### src/sv/assert_macros.svh
// assertion macros used by the packetizer core
`ifndef ASSERT_MACROS_SVH
`define ASSERT_MACROS_SVH

// condition holds in the same cycle as the trigger
`define ASSERT_SAME(lbl, clk, rst, ante, cons, msg) \
   lbl: assert property (@(posedge clk) disable iff (rst) (ante) |-> (cons)) else $error(msg);

// condition holds in the cycle after the trigger
`define ASSERT_NEXT(lbl, clk, rst, ante, cons, msg) \
   lbl: assert property (@(posedge clk) disable iff (rst) (ante) |=> (cons)) else $error(msg);

`endif

### src/sv/ctip_pkg.sv
// types and codes of the control in transfer packetizer
package ctip_pkg;

   localparam logic [1:0] MODE_START = 2'd0;
   localparam logic [1:0] MODE_SENT  = 2'd1;
   localparam logic [1:0] MODE_SETUP = 2'd2;

   typedef struct packed {
      logic [1:0] mode;
      logic [7:0] available_length;
      logic [7:0] host_length;
      logic       zero_length_end_allowed;
   } req_type;

   typedef struct packed {
      logic [3:0] packet_length;
      logic [7:0] buffer_offset;
      logic       data_toggle;
      logic       last;
   } rsp_type;

endpackage

### src/sv/control_in_transfer_packetizer_core.sv
// control in transfer packetizer: splits the in data stage into packets
// a request is registered, then its packet lands in the result register once the
// output register is free (not valid or not stalled)
// throughput: one request per cycle while the output is not stalled, set by the single state update step
// reset: synchronous, clears the transfer state and both valid registers
`include "assert_macros.svh"

module control_in_transfer_packetizer_core #(
   parameter int MAX_PACKET = 8
) (
   input  logic              clock,
   input  logic              reset,
   input  logic              req_valid,
   output logic              req_stall,
   input  ctip_pkg::req_type req_data,
   output logic              rsp_valid,
   input  logic              rsp_stall,
   output ctip_pkg::rsp_type rsp_data
);

   localparam logic [7:0] PKT_BYTES = 8'(MAX_PACKET);
   localparam logic [3:0] FULL_LEN  = 4'(MAX_PACKET);

   logic              req_valid_ff;
   ctip_pkg::req_type req_data_ff;
   logic              rsp_valid_ff;
   ctip_pkg::rsp_type rsp_data_ff;
   ctip_pkg::rsp_type rsp_data_in;

   logic       transfer_active_ff, transfer_active_in;
   logic [7:0] bytes_remaining_ff, bytes_remaining_in;
   logic       end_empty_ff, end_empty_in;
   logic       toggle_ff, toggle_in;
   logic [7:0] next_offset_ff, next_offset_in;

   logic       out_free;
   logic       advance;
   logic       issue;
   logic       rsp_load;
   logic       is_start;
   logic       full_pkt;
   logic [7:0] cur_remaining;
   logic       cur_end_empty;
   logic       cur_toggle;
   logic [7:0] cur_offset;
   logic       mid_load;
   logic       end_load;
   logic       mid_out;
   logic       out_full;

   assign out_free  = !rsp_valid_ff || !rsp_stall;
   assign req_stall = req_valid_ff && !out_free;
   assign advance   = req_valid_ff && out_free;
   assign rsp_load  = advance && issue;
   assign rsp_valid = rsp_valid_ff;
   assign rsp_data  = rsp_data_ff;

   assign mid_load = rsp_load && !rsp_data_in.last;
   assign end_load = rsp_load && rsp_data_in.last;
   assign mid_out  = rsp_valid_ff && !rsp_data_ff.last;
   assign out_full = (rsp_data_ff.packet_length == FULL_LEN);

   always_comb begin
      is_start = (req_data_ff.mode == ctip_pkg::MODE_START);
      // a start loads fresh transfer state and issues the first packet at once
      if (is_start) begin
         if (req_data_ff.available_length >= req_data_ff.host_length) begin
            cur_remaining = req_data_ff.host_length;
            cur_end_empty = 1'b0;
         end else begin
            cur_remaining = req_data_ff.available_length;
            cur_end_empty = req_data_ff.zero_length_end_allowed;
         end
         cur_toggle = 1'b0;
         cur_offset = 8'd0;
      end else begin
         cur_remaining = bytes_remaining_ff;
         cur_end_empty = end_empty_ff;
         cur_toggle    = toggle_ff;
         cur_offset    = next_offset_ff;
      end

      issue = is_start ||
              ((req_data_ff.mode == ctip_pkg::MODE_SENT) && transfer_active_ff);
      // exactly one full packet left still needs a trailing empty packet
      full_pkt = (cur_remaining > PKT_BYTES) ||
                 ((cur_remaining == PKT_BYTES) && cur_end_empty);

      rsp_data_in.packet_length = full_pkt ? FULL_LEN : cur_remaining[3:0];
      rsp_data_in.buffer_offset = cur_offset;
      rsp_data_in.data_toggle   = !cur_toggle;
      rsp_data_in.last          = !full_pkt;

      transfer_active_in = transfer_active_ff;
      bytes_remaining_in = bytes_remaining_ff;
      end_empty_in       = end_empty_ff;
      toggle_in          = toggle_ff;
      next_offset_in     = next_offset_ff;

      if (issue) begin
         transfer_active_in = full_pkt;
         bytes_remaining_in = full_pkt ? (cur_remaining - PKT_BYTES) : 8'd0;
         end_empty_in       = full_pkt && cur_end_empty;
         toggle_in          = !cur_toggle;
         next_offset_in     = cur_offset + PKT_BYTES;
      end else if (req_data_ff.mode == ctip_pkg::MODE_SETUP) begin
         transfer_active_in = 1'b0;
         end_empty_in       = 1'b0;
      end
   end

   always_ff @(posedge clock) begin
      if (reset) begin
         req_valid_ff <= 1'b0;
      end else if (!req_stall) begin
         req_valid_ff <= req_valid;
      end
      if (!req_stall && req_valid) begin
         req_data_ff <= req_data;
      end
   end

   always_ff @(posedge clock) begin
      if (reset) begin
         rsp_valid_ff <= 1'b0;
      end else if (out_free) begin
         rsp_valid_ff <= rsp_load;
      end
      if (rsp_load) begin
         rsp_data_ff <= rsp_data_in;
      end
   end

   always_ff @(posedge clock) begin
      if (reset) begin
         transfer_active_ff <= 1'b0;
         bytes_remaining_ff <= 8'd0;
         end_empty_ff       <= 1'b0;
         toggle_ff          <= 1'b0;
         next_offset_ff     <= 8'd0;
      end else if (advance) begin
         transfer_active_ff <= transfer_active_in;
         bytes_remaining_ff <= bytes_remaining_in;
         end_empty_ff       <= end_empty_in;
         toggle_ff          <= toggle_in;
         next_offset_ff     <= next_offset_in;
      end
   end

   `ASSERT_NEXT(a_mid_active, clock, reset, mid_load, transfer_active_ff, "active dropped early")
   `ASSERT_NEXT(a_end_idle, clock, reset, end_load, !transfer_active_ff, "still active after last")
   `ASSERT_SAME(a_mid_full, clock, reset, mid_out, out_full, "short packet before the last")
   `ASSERT_SAME(a_flag_act, clock, reset, end_empty_ff, transfer_active_ff, "end flag while idle")

endmodule
### config.mk
export PLATFORM = sky130hd
export DESIGN_NAME = control_in_transfer_packetizer_core
export DESIGN_NICKNAME = d
export VERILOG_FILES = /design/src/sv/ctip_pkg.sv /design/src/sv/control_in_transfer_packetizer_core.sv
export VERILOG_INCLUDE_DIRS = /design/src /design/src/sv
export SDC_FILE = /design/constraint.sdc
export NUM_CORES = 1
export LEC_CHECK = 0
export BUFFER_PORTS_ARGS = -buffer_cell sky130_fd_sc_hd__buf_2
export CORE_MARGIN = 4
export CORE_UTILIZATION = 51
export CTS_BUF_LIST = sky130_fd_sc_hd__clkbuf_8 sky130_fd_sc_hd__clkbuf_16
export CTS_CLUSTER_DIAMETER = 40
export DETAILED_ROUTE_END_ITERATION = 7
export PLACE_DENSITY = 0.76
export SLEW_MARGIN = 0
export SYNTH_ARGS = -nofsm -noshare
export SYNTH_HDL_FRONTEND = slang
export SYNTH_SLANG_ARGS = --single-unit
export TNS_END_PERCENT = 100
### constraint.sdc
create_clock -name clock -period 3.2 [get_ports clock]
set_clock_uncertainty 0.2 [all_clocks]
set_input_delay 0.48 -clock clock [delete_from_list [all_inputs] [get_ports clock]]
set_output_delay 0.48 -clock clock [all_outputs]
set_load 0.05 [all_outputs]
==> results.sh, run 1 <==
export IMPL_switching_share=0.2669
export IMPL_maxCapViolations=0
export IMPL_ys_ff_latch=54
export IMPL_wirelength_mm=4.394
export IMPL_clk_latency_ns=0.30
export IMPL_dr_pass1_iters=5
export IMPL_num_vias=1759
export IMPL_combPwrFrac=0.140
export IMPL_cts_sinks=54
export IMPL_drt_initial_drc_count=122
export IMPL_worstPathArrival_ns=3.15
export IMPL_hold_violations=0
export IMPL_yosysMostFrequentCell="edfxtp_1"
export IMPL_slew_violations=0
export IMPL_max_freq_ghz=0.3226
export IMPL_num_io_pins=39
export IMPL_synth_nets=251
export IMPL_required_ns=3.25
export IMPL_hold_start="req_data[0]"
export IMPL_syn2layout_area_growth_pct=15.49
export IMPL_setup_viol=0
export IMPL_clockBufferDepth=2
export IMPL_r2r_worst_path_cells=13
export IMPL_synthTopCellsByCount="edfxtp_1 (33), nand2_1 (24), dfxtp_1 (21)"
export IMPL_ant_nets=0
export IMPL_power_frac_seq=0.565
export IMPL_crit_path_start_kind="flip-flop"
export IMPL_synth_top_area_share=0.3919
export IMPL_synth_area_um2=2529
export IMPL_p_leak_nw=1.171
export IMPL_status="finished, final reports clean"
export IMPL_p_per_area_nw_per_um2=469.0
export IMPL_fillCellCount=394
export IMPL_syn_inst=218
export IMPL_gp_congestion=0.8649
export IMPL_die_x_um=78.42
export IMPL_crit_fanout=5
export IMPL_yosysSeqAreaShare=0.5581
export IMPL_drive_gt1_frac=0.2943
export IMPL_clock_root_buffer="clkbuf_8"
export IMPL_whs_path_depth=1
export IMPL_min_path_type="input port to flip-flop"
export IMPL_io_buffers=38
export IMPL_synthTopCellsByArea="edfxtp_1 (39%), dfxtp_1 (17%), ha_1 (4.9%)"
export IMPL_synth_top_flop_cell="edfxtp_1"
export IMPL_antenna_found_initial=0
export IMPL_yosys_warnings=0
export IMPL_grt_pass1_wl_mm=7.231
export IMPL_synthArstFlopShare=0
export IMPL_num_rows=25
export IMPL_clockPowerShare=0.296
export IMPL_slew_headroom=0.6456
export IMPL_dieArea_um2=6149
export IMPL_synth_edf_count=33
export IMPL_cts_tree="done"
export IMPL_dp_cells=320
export IMPL_fp_coreArea_um2=4755
export IMPL_synth_cell_types=56
export IMPL_synth_top_area_cell="edfxtp_1"
export IMPL_syn_avg_cell_area_um2=11.60
export IMPL_fin_nets=297
export IMPL_layout_cells_non_filler=332
export IMPL_htreeDepth=2
export IMPL_gr_total_overflow=0
export IMPL_hpwlAfterDp_mm=3.170
export IMPL_vdd_drop_max_uv=301.2
export IMPL_diodes=0
export IMPL_period_share=0.9686
export IMPL_initial_core_util=0.5318
export IMPL_critPathLaunch="req_data_ff[5]"
export IMPL_vias_per_cell=5.298
export IMPL_grt_max_degree=23
export IMPL_p_sw_w=0.0003655
export IMPL_numCtsBuffers=5
export IMPL_track_usage=0.1474
export IMPL_period_minus_slack_ns=3.100
export IMPL_grt_pass1_vias=1579
export IMPL_fp_dieH_um=78.42
export IMPL_p_total_w=0.001369
export IMPL_crit_reg2reg_launch="req_data_ff[5]"
export IMPL_tightest_slew_ns=0.5316
export IMPL_ctsHoldBuffers=0
export IMPL_endpoint_kind="flip-flop"
export IMPL_post_drt_wl_per_cell_um=13.23
export IMPL_path_clk_slew_ns=0.11
export IMPL_path_class="flip-flop to flip-flop"
export IMPL_drcViolationCount=0
export IMPL_power_internal_w=0.001004
[state kept, by name, summed over array words and instances, names as in the netlist]
name                flops
req_data_ff            19
rsp_data               14
bytes_remaining_ff      8
next_offset_ff          8
end_empty_ff            1
req_valid_ff            1
rsp_valid               1
toggle_ff               1
transfer_active_ff      1
[per-stage QoR]
stage / utilization / setup WS (ns) / cell area [um2] / setup TNS, ns / hold slack [ns]
2_1_floorplan: - / 0.2707 / 2529 / 0 / 0.2254
3_3_place_gp: 0.5855 / 0.1651 / 2784 / 0 / 0.2456
3_5_place_dp: 0.5855 / 0.05894 / 2784 / 0 / 0.2574
4_1_cts: 0.6061 / 0.03390 / 2882 / 0 / 0.1335
5_1_grt: 0.6142 / -0.01832 / 2920 / -0.01832 / 0.1284
6_report: 0.6142 / 0.1005 / 2920 / 0 / 0.1383
[power groups by stage]
stage | Sequential (W) | Clock [W] | Combinational (W)
floorplan | 0.000795 | 0 | 0.000139
global placement | 0.000788 | 0 | 0.000179
detailed placement | 0.000789 | 0 | 0.000183
CTS | 0.000773 | 0.000409 | 0.000184
global route | 0.000776 | 0.000440 | 0.000211
finish | 0.000773 | 0.000405 | 0.000192
[final cells by class]
class                      count  area, um2  share of cell area
inverter                      15      56.30             0.01928
sequential                    54       1411              0.4833
tap                           67      83.83             0.02871
multi-input combinational    142       1021              0.3496
clock inverter                 3      28.78            0.009854
timing repair buffer          46      250.2             0.08569
clock buffer                   5      68.82             0.02356
[cells by family (layout without fill, tap and decap cells)]
| group | count (synthesis) | after routing | share of synthesized area |
|---|---|---|---|
| buffers and inverters | 22 | 69 | 0.04156 |
| DFF | 54 | 54 | 0.5581 |
| adders and majority gates | 10 | 10 | 0.04948 |
| xor gates and xnor gates | 3 | 3 | 0.01039 |
| and+or+nand+nor | 75 | 75 | 0.1554 |
| AOI/OAI and AO/OA | 52 | 52 | 0.1767 |
| muxes | 2 | 2 | 0.008412 |
[final timing paths]
path                           endpoint  slack (ns)
setup / recovery  bytes_remaining_ff[7]        0.10
hold / removal           req_data_ff[0]        0.14
hold reg to reg   bytes_remaining_ff[3]        0.27
setup reg to reg  bytes_remaining_ff[7]        0.10
[timing repair]
action	4_1_cts	5_1_grt
gates resized for setup	0	1
setup buffers	0	4
endpoints found under the setup margin	0	1
[cell usage in the layout, fill, tap and decap left out, types with 5 or more instances in the layout]
master	count
o211ai_1	5
nand3_1	7
nand2_1	24
dfxtp_1	21
clkbuf_8	5
ha_1	10
a21oi_1	12
buf_2	38
nor2_1	15
buf_4	8
and2_1	8
edfxtp_1	33
inv_1	14
[critical path: stages, from the launching register on]
cell and delay, ns:
edfxtp_1 0.42, inv_1 0.06, ha_1 0.28, nand4_1 0.11, a22o_1 0.28, o211a_1 0.29, a22o_2 0.24, a31oi_4 0.23
ha_1 0.19, inv_1 0.06, nor4_2 0.30, xnor2_1 0.09, a21o_1 0.17, a21oi_1 0.10
[routing by layer]
| layer | share of wire | track usage |
|---|---|---|
| met5 | 0 | 0 |
| met2 | 0.46 | 0.2312 |
| met1 | 0.48 | 0.2066 |
| met3 | 0.055 | 0.03555 |
| met4 | 0.0052 | 0.03671 |
(Power assumes the default switching activity.)
==> run 2: changes to the inputs <==
--- a/config.mk
+++ b/config.mk
@@ -7,12 +7,14 @@
 export NUM_CORES = 1
 export LEC_CHECK = 0
 export BUFFER_PORTS_ARGS = -buffer_cell sky130_fd_sc_hd__buf_2
+export CELL_PAD_IN_SITES_DETAIL_PLACEMENT = 0
+export CELL_PAD_IN_SITES_GLOBAL_PLACEMENT = 1
 export CORE_MARGIN = 4
-export CORE_UTILIZATION = 51
+export CORE_UTILIZATION = 40
 export CTS_BUF_LIST = sky130_fd_sc_hd__clkbuf_8 sky130_fd_sc_hd__clkbuf_16
 export CTS_CLUSTER_DIAMETER = 40
 export DETAILED_ROUTE_END_ITERATION = 7
-export PLACE_DENSITY = 0.76
+export PLACE_DENSITY_LB_ADDON = 0.1
 export SLEW_MARGIN = 0
 export SYNTH_ARGS = -nofsm -noshare
 export SYNTH_HDL_FRONTEND = slang
==> run 2 against run 1 <==
  * Utilization down 12 points
  * Worst hold slack better by 0.0035 ns
  * Sequential share of layout area down 0.63 points
  * Routed wire length up 6.6%
  * First-iteration DRC count up 7.4%
  * Critical path depth down 4
  * Worst setup slack better by 0.13 ns
==> results.sh, run 2 (synthesis results as in run 1) <==
export IMPL_status="finished, final reports clean"
export IMPL_rsz0062_at_grt="false"
export IMPL_cp_slowest_stage_delay_ns=0.41
export IMPL_critPathLaunch="req_data_ff[1]"
export IMPL_crit_path_start_kind="flip-flop"
export IMPL_crit_reg2reg_launch="req_data_ff[1]"
export IMPL_clk_latency_ns=0.31
export IMPL_hold_violations=0
export IMPL_largest_register_ffs=19
export IMPL_grt_pass1_wl_mm=7.596
export IMPL_gr_total_overflow=0
export IMPL_period_minus_slack_ns=2.968
export IMPL_period_share=0.9276
export IMPL_crit_chain="ha_1 -> or2b_2 -> a211oi_4 -> o21ai_4 -> and3_1 -> nor2_2 -> nand3_2 -> o21ai_4 -> o31ai_1"
export IMPL_num_rows=28
export IMPL_grt_pass1_vias=1577
export IMPL_io_buffers=38
export IMPL_final_cell_mix="buf_2 (38), edfxtp_1 (33), nand2_1 (24)"
export IMPL_critPathTopFamily="simple AND/OR/NAND/NOR gates"
export IMPL_drive_gt1_frac=0.3034
export IMPL_ff2ff_setup_slack_ns=0.23
export IMPL_cp_num_buf_inv=0
export IMPL_diodes=0
export IMPL_p_per_area_nw_per_um2=458.1
export IMPL_slew_headroom=0.6986
export IMPL_p_total_w=0.001356
export IMPL_crit_slowest_cell="edfxtp_1"
export IMPL_r2r_end="bytes_remaining_ff[0]"
export IMPL_wirelength_mm=4.682
export IMPL_cts_sinks=54
export IMPL_die_x_um=87.51
export IMPL_endpoint_kind="flip-flop"
export IMPL_required_ns=3.18
export IMPL_tightest_slew_ns=0.4521
export IMPL_top_register="req_data_ff"
export IMPL_worstPathArrival_ns=2.95
export IMPL_clock_root_buffer="clkbuf_8"
export IMPL_num_vias=1711
export IMPL_setup_viol=0
export IMPL_dr_pass1_iters=4
export IMPL_clockBufferDepth=2
export IMPL_vdd_drop_max_uv=194.5
export IMPL_cts_tree="done"
export IMPL_cp_endpoint="bytes_remaining_ff[0]"
export IMPL_drt_initial_drc_count=131
export IMPL_min_path_type="input port to flip-flop"
export IMPL_dieArea_um2=7658
export IMPL_maxCapViolations=0
export IMPL_vias_per_cell=5.003
export IMPL_num_io_pins=39
export IMPL_hpwlAfterDp_mm=3.491
export IMPL_crit_cells=9
export IMPL_whs_ns=0.1418
export IMPL_fp_coreArea_um2=6026
export IMPL_fin_nets=299
export IMPL_drcViolationCount=0
export IMPL_slew_violations=0
export IMPL_p_leak_nw=1.175
export IMPL_ant_nets=0
export IMPL_path_class="flip-flop to flip-flop"
export IMPL_grt_max_degree=23
export IMPL_antenna_found_initial=0
export IMPL_r2r_worst_path_cells=9
export IMPL_track_usage=0.1284
export IMPL_fp_dieH_um=87.51
export IMPL_syn2layout_area_growth_pct=17.02
export IMPL_crit_fanout=11
export IMPL_fillCellCount=573
export IMPL_max_freq_ghz=0.3369
export IMPL_path_common_cell="o21ai_4"
export IMPL_final_common_cell="buf_2"
export IMPL_path_clk_slew_ns=0.09
export IMPL_initial_core_util=0.4196
export IMPL_fin_setup_tns_ns=0
export IMPL_htreeDepth=2
export IMPL_gp_congestion=0.8324
export IMPL_post_drt_wl_per_cell_um=13.69
export IMPL_numCtsBuffers=5
## run 2: cell count changes in the layout (fill, tap and decap cells not counted), sizes merged
cell    previous run  this run
buf               46        48
clkinv             3         2
inv               15        16
## run 2: worst register-to-register path: cells and delay by family (launching register included)
family | cells | cell delay [ns]
fa+ha+maj | 1 | 0.29
compound gates | 4 | 0.92
simple gates | 4 | 1.01
flops | 1 | 0.41
## run 2: final cells by class
cell class	count	area, um2	area share
Multi-Input combinational cell	142	1045	0.3531
Inverter	15	56.30	0.01903
Timing Repair Buffer	48	265.3	0.08964
Clock inverter	3	18.77	0.006342
Tap cell	75	93.84	0.03171
Clock buffer	5	68.82	0.02326
Sequential cell	54	1411	0.4770
## run 2: timing repair
action | in CTS | in global routing
gates resized for setup | 0 | 4
hold endpoints to repair | 0 | 0
hold buffers | 0 | 0
setup endpoints to repair | 0 | 1
setup buffers | 0 | 3
## run 2: through the flow
stage / std cells / setup WS (ns) / cell area, um2 / util
CTS: 339 / 0.07008 / 2904 / 0.4819
global placement: 331 / 0.1351 / 2816 / 0.4674
floorplan: 218 / 0.2707 / 2529 / -
detailed placement: 331 / 0.07122 / 2816 / 0.4674
finish: 342 / 0.2317 / 2959 / 0.4911
global route: 342 / 0.03718 / 2959 / 0.4911
## run 2: power breakdown
group / switching [W] / internal, W
combinational: 0.000116 / 0.0000850
clock: 0.000226 / 0.000155
sequential: 0.0000122 / 0.000761
## run 2: worst min-delay path by stage
stage / startpoint / endpoint / slack (ns) / depth (start not counted)
finish: req_data[15] / req_data_ff[15] / 0.14 / 1
global route: req_data[1] / req_data_ff[1] / 0.12 / 1
CTS: req_data[6] / req_data_ff[6] / 0.13 / 1
detailed placement: next_offset_ff[1] / next_offset_ff[1] / 0.26 / 1
global placement: next_offset_ff[4] / next_offset_ff[4] / 0.25 / 2
floorplan: bytes_remaining_ff[1] / bytes_remaining_ff[1] / 0.23 / 2
## run 2: per-layer routing
layer,global-route usage,part of all wire
met1,0.1646,0.45
met2,0.2123,0.48
met3,0.03217,0.054
met4,0.04184,0.013
met5,0,0
